[config.mk]
export PLATFORM = sky130hd
export DESIGN_NAME = boolean_expr_tokenizer
export DESIGN_NICKNAME = d
export VERILOG_FILES = /design/src/sv/bet_pkg.sv /design/src/sv/bet_front.sv /design/src/sv/bet_queue.sv /design/src/sv/bet_back.sv /design/src/sv/boolean_expr_tokenizer.sv
export SDC_FILE = /design/constraint.sdc
export NUM_CORES = 1
export LEC_CHECK = 0
export BUFFER_PORTS_ARGS = -buffer_cell sky130_fd_sc_hd__clkbuf_2
export CAP_MARGIN = 20
export CORE_MARGIN = 3
export CORE_UTILIZATION = 55
export CTS_CLUSTER_DIAMETER = 100
export CTS_CLUSTER_SIZE = 30
export DETAILED_ROUTE_END_ITERATION = 6
export PLACE_DENSITY_LB_ADDON = 0.1
export SLEW_MARGIN = 25
export SYNTH_ARGS = -nofsm -noshare
export SYNTH_HDL_FRONTEND = slang
export SYNTH_SLANG_ARGS = --single-unit
[constraint.sdc]
create_clock -name clk -period 7.8 [get_ports clk]
set_input_delay 1.56 -clock clk [delete_from_list [all_inputs] [get_ports clk]]
set_output_delay 1.56 -clock clk [all_outputs]
set_load 0.03 [all_outputs]
[src/sv/bet_pkg.sv]
// ----------------------------------------------------------------------------
// bet_pkg
// Shared types, codes and helper functions of the boolean expression
// tokenizer: character classes, token kinds and the record format of the
// queue between the front and back parts.
// ----------------------------------------------------------------------------
package bet_pkg;

	// Default width of the line and column counters.
	localparam int unsigned POS_BITS_DEF = 16;

	// Width of a position field on the result port.
	localparam int unsigned OUT_POS_W = 16;

	// Number of records the queue between front and back can hold.
	localparam int unsigned Q_DEPTH = 2;
	localparam int unsigned Q_PTR_W = (Q_DEPTH > 1) ? $clog2(Q_DEPTH) : 1;
	localparam int unsigned Q_CNT_W = $clog2(Q_DEPTH + 1);

	// Character classes; the first seven also name the pending token.
	typedef enum logic [3:0] {
		CLS_NONE   = 4'd0,
		CLS_IDENT  = 4'd1,
		CLS_NOT    = 4'd2,
		CLS_LPAREN = 4'd3,
		CLS_RPAREN = 4'd4,
		CLS_AMP    = 4'd5,
		CLS_BAR    = 4'd6,
		CLS_SPACE  = 4'd7,
		CLS_DIGIT  = 4'd8,
		CLS_OTHER  = 4'd9
	} cls_t;

	// Token kinds as seen on the result port.
	typedef enum logic [2:0] {
		KIND_IDENT  = 3'd0,
		KIND_NOT    = 3'd1,
		KIND_LPAREN = 3'd2,
		KIND_RPAREN = 3'd3,
		KIND_AND    = 3'd4,
		KIND_OR     = 3'd5,
		KIND_ERROR  = 3'd6,
		KIND_END    = 3'd7
	} kind_t;

	// One result token with its positions already cut to the port width.
	typedef struct packed {
		kind_t                 kind;
		logic [OUT_POS_W-1:0]  first_line;
		logic [OUT_POS_W-1:0]  first_column;
		logic [OUT_POS_W-1:0]  final_line;
		logic [OUT_POS_W-1:0]  final_column;
	} tok_t;

	// All results that one item causes: one token, or two when pair is set.
	typedef struct packed {
		logic pair;
		tok_t first;
		tok_t second;
	} rec_t;

	// Queue status seen by its two neighbours.
	typedef struct packed {
		logic full;
		logic empty;
	} q_stat_t;

	// Character byte to class.
	function automatic cls_t classify(logic [7:0] c);
		cls_t r;
		r = CLS_OTHER;
		if ((c >= "a" && c <= "z") || (c >= "A" && c <= "Z") || c == "_")
			r = CLS_IDENT;
		else if (c >= "0" && c <= "9")
			r = CLS_DIGIT;
		else if (c == 8'h20 || c == 8'h09 || c == 8'h0B || c == 8'h0D || c == 8'h0A)
			r = CLS_SPACE;
		else if (c == "!")
			r = CLS_NOT;
		else if (c == "(")
			r = CLS_LPAREN;
		else if (c == ")")
			r = CLS_RPAREN;
		else if (c == "&")
			r = CLS_AMP;
		else if (c == "|")
			r = CLS_BAR;
		return r;
	endfunction

	// Kind of the pending token when it closes; a lone operator is an error.
	function automatic kind_t pending_kind(cls_t c, logic [1:0] run);
		kind_t k;
		unique case (c)
			CLS_IDENT:  k = KIND_IDENT;
			CLS_NOT:    k = KIND_NOT;
			CLS_LPAREN: k = KIND_LPAREN;
			CLS_RPAREN: k = KIND_RPAREN;
			CLS_AMP:    k = (run == 2'd2) ? KIND_AND : KIND_ERROR;
			default:    k = (run == 2'd2) ? KIND_OR : KIND_ERROR;
		endcase
		return k;
	endfunction

endpackage

[src/sv/bet_front.sv]
// ----------------------------------------------------------------------------
// bet_front
// Accepts one character or end mark per cycle while in_fire is set, classifies it, updates the
// tokenizer state and pushes the tokens it closes as one record.
// ----------------------------------------------------------------------------
module bet_front #(
	parameter int unsigned POS_BITS = bet_pkg::POS_BITS_DEF
) (
	input  logic            clk,
	input  logic            arst_n,
	input  logic            in_fire,
	input  logic [7:0]      char_code,
	input  logic            end_flag,
	output logic            push,
	output bet_pkg::rec_t   push_rec
);
	import bet_pkg::*;

	localparam logic [POS_BITS-1:0] PosOne = POS_BITS'(1);
	localparam logic [POS_BITS-1:0] PosMax = '1;

	cls_t                 prior_class_q, prior_class_d;
	logic [1:0]           operator_run_q, operator_run_d;
	logic                 halted_q, halted_d;
	logic [POS_BITS-1:0]  begin_line_q, begin_line_d, begin_column_q, begin_column_d;
	logic [POS_BITS-1:0]  now_line_q, now_line_d, now_column_q, now_column_d;
	logic [POS_BITS-1:0]  prior_line_q, prior_line_d, prior_column_q, prior_column_d;
	cls_t                 cls_in;
	logic                 is_op_prior;

	function automatic tok_t mk_tok(kind_t k, logic [POS_BITS-1:0] fl,
			logic [POS_BITS-1:0] fc, logic [POS_BITS-1:0] ll,
			logic [POS_BITS-1:0] lc);
		tok_t t;
		t.kind         = k;
		t.first_line   = OUT_POS_W'(fl);
		t.first_column = OUT_POS_W'(fc);
		t.final_line   = OUT_POS_W'(ll);
		t.final_column = OUT_POS_W'(lc);
		return t;
	endfunction

	assign cls_in      = classify(char_code);
	assign is_op_prior = (prior_class_q == CLS_AMP) || (prior_class_q == CLS_BAR);

	// Next state and the record of closed tokens for the current item.
	always_comb begin
		prior_class_d  = prior_class_q;
		operator_run_d = operator_run_q;
		halted_d       = halted_q;
		begin_line_d   = begin_line_q;
		begin_column_d = begin_column_q;
		now_line_d     = now_line_q;
		now_column_d   = now_column_q;
		prior_line_d   = prior_line_q;
		prior_column_d = prior_column_q;
		push           = 1'b0;
		push_rec.pair  = 1'b0;
		push_rec.first = mk_tok(KIND_END, now_line_q, now_column_q, now_line_q, now_column_q);
		push_rec.second = push_rec.first;

		if (in_fire) begin
			if (end_flag) begin
				// Flush the pending token, then give the end token.
				push = 1'b1;
				if (!halted_q && prior_class_q != CLS_NONE) begin
					push_rec.pair  = 1'b1;
					push_rec.first = mk_tok(pending_kind(prior_class_q, operator_run_q),
						begin_line_q, begin_column_q, prior_line_q, prior_column_q);
				end
				prior_class_d  = CLS_NONE;
				operator_run_d = 2'd0;
				halted_d       = 1'b0;
				begin_line_d   = PosOne;
				begin_column_d = PosOne;
				now_line_d     = PosOne;
				now_column_d   = PosOne;
				prior_line_d   = PosOne;
				prior_column_d = PosOne;
			end else begin
				// Positions advance on every character, saturating.
				if (char_code == 8'h0A) begin
					if (now_line_q != PosMax)
						now_line_d = now_line_q + PosOne;
					now_column_d = PosOne;
				end else if (now_column_q != PosMax) begin
					now_column_d = now_column_q + PosOne;
				end

				if (!halted_q) begin
					priority if (cls_in == CLS_OTHER ||
							(cls_in == CLS_DIGIT && prior_class_q != CLS_IDENT)) begin
						// Character outside the alphabet or a leading digit.
						push           = 1'b1;
						push_rec.first = mk_tok(KIND_ERROR, now_line_q, now_column_q,
							now_line_q, now_column_q);
						halted_d       = 1'b1;
						prior_class_d  = CLS_NONE;
						operator_run_d = 2'd0;
					end else if (is_op_prior && cls_in == prior_class_q &&
							operator_run_q >= 2'd2) begin
						// Third character of an operator run.
						push           = 1'b1;
						push_rec.first = mk_tok(KIND_ERROR, begin_line_q, begin_column_q,
							now_line_q, now_column_q);
						halted_d       = 1'b1;
						prior_class_d  = CLS_NONE;
						operator_run_d = 2'd0;
					end else if (is_op_prior && cls_in == prior_class_q) begin
						operator_run_d = 2'd2;
						prior_line_d   = now_line_q;
						prior_column_d = now_column_q;
					end else if (is_op_prior && operator_run_q < 2'd2) begin
						// Lone operator followed by something else.
						push           = 1'b1;
						push_rec.first = mk_tok(KIND_ERROR, begin_line_q, begin_column_q,
							prior_line_q, prior_column_q);
						halted_d       = 1'b1;
						prior_class_d  = CLS_NONE;
						operator_run_d = 2'd0;
					end else if (prior_class_q == CLS_IDENT &&
							(cls_in == CLS_IDENT || cls_in == CLS_DIGIT)) begin
						prior_line_d   = now_line_q;
						prior_column_d = now_column_q;
					end else begin
						// Close the pending token and open a new one.
						if (prior_class_q != CLS_NONE) begin
							push           = 1'b1;
							push_rec.first = mk_tok(pending_kind(prior_class_q, operator_run_q),
								begin_line_q, begin_column_q, prior_line_q, prior_column_q);
						end
						if (cls_in == CLS_SPACE) begin
							prior_class_d  = CLS_NONE;
							operator_run_d = 2'd0;
						end else begin
							prior_class_d  = cls_in;
							operator_run_d = (cls_in == CLS_AMP || cls_in == CLS_BAR) ?
								2'd1 : 2'd0;
							begin_line_d   = now_line_q;
							begin_column_d = now_column_q;
							prior_line_d   = now_line_q;
							prior_column_d = now_column_q;
						end
					end
				end
			end
		end
	end

	// Tokenizer state registers.
	always_ff @(posedge clk or negedge arst_n) begin
		if (!arst_n) begin
			prior_class_q  <= CLS_NONE;
			operator_run_q <= 2'd0;
			halted_q       <= 1'b0;
			begin_line_q   <= PosOne;
			begin_column_q <= PosOne;
			now_line_q     <= PosOne;
			now_column_q   <= PosOne;
			prior_line_q   <= PosOne;
			prior_column_q <= PosOne;
		end else begin
			prior_class_q  <= prior_class_d;
			operator_run_q <= operator_run_d;
			halted_q       <= halted_d;
			begin_line_q   <= begin_line_d;
			begin_column_q <= begin_column_d;
			now_line_q     <= now_line_d;
			now_column_q   <= now_column_d;
			prior_line_q   <= prior_line_d;
			prior_column_q <= prior_column_d;
		end
	end

endmodule

[src/sv/bet_queue.sv]
// ----------------------------------------------------------------------------
// bet_queue
// Short first-in first-out queue of token records between the front and
// back parts, so that each side can stall on its own.
// ----------------------------------------------------------------------------
module bet_queue (
	input  logic                clk,
	input  logic                arst_n,
	input  logic                push,
	input  bet_pkg::rec_t       push_rec,
	input  logic                pop,
	output bet_pkg::rec_t       head_rec,
	output bet_pkg::q_stat_t    stat
);
	import bet_pkg::*;

	rec_t                 slot_q [Q_DEPTH];
	logic [Q_PTR_W-1:0]   wr_ptr_q, rd_ptr_q;
	logic [Q_CNT_W-1:0]   count_q;

	assign head_rec   = slot_q[rd_ptr_q];
	assign stat.empty = (count_q == '0);
	assign stat.full  = (count_q == Q_CNT_W'(Q_DEPTH));

	// Record storage.
	always_ff @(posedge clk) begin
		if (push)
			slot_q[wr_ptr_q] <= push_rec;
	end

	// Pointers and fill count.
	always_ff @(posedge clk or negedge arst_n) begin
		if (!arst_n) begin
			wr_ptr_q <= '0;
			rd_ptr_q <= '0;
			count_q  <= '0;
		end else begin
			if (push)
				wr_ptr_q <= (wr_ptr_q == Q_PTR_W'(Q_DEPTH - 1)) ? '0 : wr_ptr_q + 1'b1;
			if (pop)
				rd_ptr_q <= (rd_ptr_q == Q_PTR_W'(Q_DEPTH - 1)) ? '0 : rd_ptr_q + 1'b1;
			if (push && !pop)
				count_q <= count_q + 1'b1;
			else if (pop && !push)
				count_q <= count_q - 1'b1;
		end
	end

endmodule

[src/sv/bet_back.sv]
// ----------------------------------------------------------------------------
// bet_back
// Takes records from the queue and hands their tokens one per cycle, while the
// output register can load, to that register, marking the last token of each record.
// ----------------------------------------------------------------------------
module bet_back (
	input  logic                clk,
	input  logic                arst_n,
	input  bet_pkg::rec_t       head_rec,
	input  bet_pkg::q_stat_t    stat,
	output logic                pop,
	output logic                out_valid,
	input  logic                out_ready,
	output bet_pkg::tok_t       out_tok,
	output logic                out_last
);
	import bet_pkg::*;

	logic out_valid_q;
	logic sel_q;
	logic load;
	logic take;
	logic head_last;
	tok_t tok_q;
	logic last_q;

	// The output register may refill when empty or when its token leaves.
	assign load      = !out_valid_q || out_ready;
	assign take      = load && !stat.empty;
	assign head_last = !head_rec.pair || sel_q;
	assign pop       = take && head_last;

	assign out_valid = out_valid_q;
	assign out_tok   = tok_q;
	assign out_last  = last_q;

	// Control: valid flag and position within the head record.
	always_ff @(posedge clk or negedge arst_n) begin
		if (!arst_n) begin
			out_valid_q <= 1'b0;
			sel_q       <= 1'b0;
		end else if (load) begin
			out_valid_q <= !stat.empty;
			if (take)
				sel_q <= !head_last;
		end
	end

	// Output payload.
	always_ff @(posedge clk) begin
		if (take) begin
			tok_q  <= sel_q ? head_rec.second : head_rec.first;
			last_q <= head_last;
		end
	end

endmodule

[src/sv/boolean_expr_tokenizer.sv]
// ----------------------------------------------------------------------------
// boolean_expr_tokenizer
// Tokenizer for boolean expressions: identifiers, !, (, ), && and ||.
// ----------------------------------------------------------------------------
// The block takes one character byte, or an end-of-input mark, in every cycle
// while its queue has room, and gives identifier, operator, error and end
// tokens with the line and column of their first and last characters. The
// front part decides all tokens an item closes in the cycle it is accepted and
// queues them as one record; a two-record queue and an output register part it
// from the result channel. Results leave at one per cycle while out_ready is
// set, so the sustained rate is then one item per cycle while each item closes
// at most one token; an item that closes two (end of input with a token
// pending) gives them one after the other. A result is registered in the queue
// and then in the output register before it is valid. Line and column
// counters are POS_BITS wide and saturate at their maximum; the result fields
// carry their low 16 bits.
module boolean_expr_tokenizer #(
	parameter int unsigned POS_BITS = bet_pkg::POS_BITS_DEF
) (
	input  logic         clk,
	input  logic         arst_n,
	input  logic         in_valid,
	output logic         in_ready,
	input  logic [7:0]   char_code,
	input  logic         end_flag,
	output logic         out_valid,
	input  logic         out_ready,
	output logic [2:0]   token_kind,
	output logic [15:0]  first_line,
	output logic [15:0]  first_column,
	output logic [15:0]  final_line,
	output logic [15:0]  final_column,
	output logic         run_last
);
	import bet_pkg::*;

	logic     in_fire;
	logic     push;
	rec_t     push_rec;
	logic     pop;
	rec_t     head_rec;
	q_stat_t  stat;
	tok_t     out_tok;

	// Items are taken whenever the queue has room for their record.
	assign in_ready = !stat.full;
	assign in_fire  = in_valid && in_ready;

	bet_front #(
		.POS_BITS (POS_BITS)
	) u_front (
		.clk       (clk),
		.arst_n    (arst_n),
		.in_fire   (in_fire),
		.char_code (char_code),
		.end_flag  (end_flag),
		.push      (push),
		.push_rec  (push_rec)
	);

	bet_queue u_queue (
		.clk      (clk),
		.arst_n   (arst_n),
		.push     (push),
		.push_rec (push_rec),
		.pop      (pop),
		.head_rec (head_rec),
		.stat     (stat)
	);

	bet_back u_back (
		.clk       (clk),
		.arst_n    (arst_n),
		.head_rec  (head_rec),
		.stat      (stat),
		.pop       (pop),
		.out_valid (out_valid),
		.out_ready (out_ready),
		.out_tok   (out_tok),
		.out_last  (run_last)
	);

	// Result fields.
	assign token_kind   = out_tok.kind;
	assign first_line   = out_tok.first_line;
	assign first_column = out_tok.first_column;
	assign final_line   = out_tok.final_line;
	assign final_column = out_tok.final_column;

endmodule

==> impl_metrics.env <==
export IMPL_cp_arrival_ns=5.62
export IMPL_cts_tree="built"
export IMPL_ios=83
export IMPL_post_cts_buffers=0
export IMPL_cap_viol_max_count=0
export IMPL_grt_pass1_wl_mm=56.4
export IMPL_cts_buffers=16
export IMPL_viasPerCell=6.48
export IMPL_grt_usage=0.215
export IMPL_cts_buffer_depth=3
export IMPL_fin_crit_ns=5.42
export IMPL_grt_ovfl_total=0
export IMPL_drt_wl_total_mm=35.1
export IMPL_place_hpwl_mm=21.1
export IMPL_synthFlopType="edfxtp_1"
export IMPL_start_kind="input pin"
export IMPL_setup_tns_ns=0
export IMPL_maxSlewViolCount=0
export IMPL_num_vias=10100
export IMPL_antenna_found_initial=1
export IMPL_min_path_type="reg2reg"
export IMPL_cp_max_fo=60
export IMPL_fp_coreArea_um2=29800
export IMPL_synth_seq_cells=377
export IMPL_nFillCells=2322
export IMPL_p_leak_nw=6.54
export IMPL_crit_path_max_incr_delay_ns=0.80
export IMPL_ys_types=73
export IMPL_drc=0
export IMPL_globalplace_congestion=0.828
export IMPL_first_global_vias=9890
export IMPL_setup_viol=0
export IMPL_die_x_um=180
export IMPL_htree_num_levels=1
export IMPL_clock_sinks=377
export IMPL_crit_slowest_cell="and2_4"
export IMPL_worstSkewPairLatency_ns=0.54
export IMPL_io_buffers=82
export IMPL_drive_gt1_frac=0.204
export IMPL_postSynthCellCount=1144
export IMPL_status="completed"
export IMPL_async_reset_ff_frac=0.289
export IMPL_slew_headroom=0.323
export IMPL_synth_edf_count=268
export IMPL_std_cell_rows=63
export IMPL_final_nets=1176
export IMPL_synth_nets=1160
export IMPL_drtPass1Iterations=6
export IMPL_peakVddDrop_v=0.000467
export IMPL_hold_worst_slack_ns=0.488
export IMPL_worstPathCellList="clkbuf_2, nor2_1, o2111ai_1, a311o_1, a32oi_1, and4_1, mux2i_2, buf_4, a21boi_1, and2_4, buf_4"
export IMPL_syn_area_um2=16700
export IMPL_hold_violations=0
export IMPL_yosysWarnings=0
export IMPL_cp_required_ns=8.00
export IMPL_dr_first_iter_drc_count=1090
export IMPL_min_period_over_period=0.695
export IMPL_endpoint_kind="flip-flop"
export IMPL_die_h_um=180
export IMPL_finClkSkew_ns=0.0369
export IMPL_yosysSeqAreaShare=0.646
export IMPL_antenna_cells=0
export IMPL_wl_per_cell_um=22.5
export IMPL_postCtsHoldBufs=0
export IMPL_cts_resized=0
export IMPL_antenna_left=0
export IMPL_power_density_nw_per_um2=321
export IMPL_start_util=0.560
export IMPL_rsz0062_at_grt="false"
export IMPL_clockRootBuffer="clkbuf_16"
export IMPL_cp_common_cell="buf_4"
export IMPL_area_growth_pct=7.26
export IMPL_post_synth_cell_area_avg_um2=14.6
export IMPL_clkSlewWorstSetupHoldPaths_ns=0.12
export IMPL_max_freq_mhz=184
export IMPL_grt_start_max_net_pins=101
export IMPL_worstSetupPathType="in2reg"
export IMPL_worst_pin_slew_ns=1.02
export IMPL_fp_dieArea_um2=32500
==> layout by cell type, fill, tap and decap left out, types with 17 or more instances in the layout <==
master     synthesis  final
o21ai_0           38     38
a22o_1            88     88
clkbuf_2           0     81
clkbuf_16          0     18
dfrtp_1          103    101
nor2_1            58     56
a22oi_1           39     39
buf_4              1     17
mux4_2            64     64
inv_1             20     20
nand2_1           62     62
a21oi_1           28     27
edfxtp_1         268    268
nand3_1           75     75
==> power by group <==
part	internal [mW]	switching, mW	leakage, nW
logic	0.633	1.14	2.27
clock network	0.437	0.596	0.238
registers	2.74	0.206	4.03
total	3.81	1.94	6.54
==> worst max-delay path: cells and delay by family <==
family,cells,cell delay [ns]
mux,1,0.13
simple gates,3,1.75
compound gates,4,1.21
buf+inv,3,0.88
==> logic make-up (layout without fill, tap and decap cells) <==
kind of cell | after synthesis | in the layout | synth area share
compound gates | 259 | 259 | 0.117
mux | 95 | 95 | 0.110
xor+xnor | 22 | 22 | 0.0115
simple gates | 264 | 264 | 0.0807
flops | 377 | 377 | 0.646
buf+inv | 124 | 150 | 0.0323
fa+ha+maj | 3 | 3 | 0.00225
==> worst paths after layout <==
| path | cells after the start | slack [ns] | endpoint | startpoint |
|---|---|---|---|---|
| max | 11 | 2.38 | u_queue.slot_q[1][90]$_DFFE_PP_ | char_code[1] |
| min | 2 | 0.49 | u_front.begin_line_q[0]$_DFFE_PN1P_ | u_front.begin_line_q[0]$_DFFE_PN1P_ |
| max reg2reg | 9 | 3.51 | u_queue.slot_q[1][90]$_DFFE_PP_ | u_front.prior_class_q[1]$_DFFE_PN0P_ |
| min reg2reg | 2 | 0.49 | u_front.begin_line_q[0]$_DFFE_PN1P_ | u_front.begin_line_q[0]$_DFFE_PN1P_ |
| max in group asynchronous | 2 | 5.42 | u_queue.rd_ptr_q$_DFFE_PN0P_ | arst_n |
| min in group asynchronous | 1 | 1.06 | u_front.now_column_q[14]$_DFFE_PN0P_ | arst_n |
==> sequential cells by signal, summed over array words and instances (netlist names), 4 cells and up <==
| signal | flops |
|---|---|
| u_back.out_tok | 67 |
| u_front.begin_column_q | 16 |
| u_front.begin_line_q | 16 |
| u_front.now_column_q | 16 |
| u_front.now_line_q | 16 |
| u_front.prior_class_q | 4 |
| u_front.prior_column_q | 16 |
| u_front.prior_line_q | 16 |
| u_queue.slot_q | 200 |
==> metal layers <==
metal / global-route usage / share of wire
met1: 0.328 / 0.45
met2: 0.338 / 0.47
met3: 0.0293 / 0.056
met4: 0.0433 / 0.018
met5: 0 / 0.00037
==> Yosys cell counts (20+ instances only) <==
library cell / instances / area (um2)
nor2_1: 58 / 218
edfxtp_1: 268 / 8050
dfrtp_1: 103 / 2580
a22oi_1: 39 / 293
clkbuf_1: 65 / 244
mux4_2: 64 / 1440
o21ai_0: 38 / 190
a22o_1: 88 / 771
a21oi_1: 28 / 140
inv_1: 20 / 75.1
nand3_1: 75 / 375
nand2_1: 62 / 233
==> metrics by stage <==
step	cell area, um2	power [mW]	utilization	worst slack [ns]	instances
after CTS	17900	5.81	0.600	2.43	1559
after global routing	17900	6.04	0.601	2.07	1560
after floorplan	16700	4.28	-	1.36	1144
after global placement	17400	4.75	0.582	2.04	1530
final	17900	5.76	0.601	2.38	1560
after detailed placement	17400	4.79	0.583	1.87	1531
==> final cells by class <==
cell class	instances	area, um2	area share
flip-flops and latches	377	10800	0.603
clock inverters	1	11.3	0.000629
multi-input cells	643	5450	0.304
clock buffers	27	484	0.0270
inverters	21	78.8	0.00440
repair buffers	101	608	0.0340
well taps	390	488	0.0273
Power figures use the tool's default switching activity.
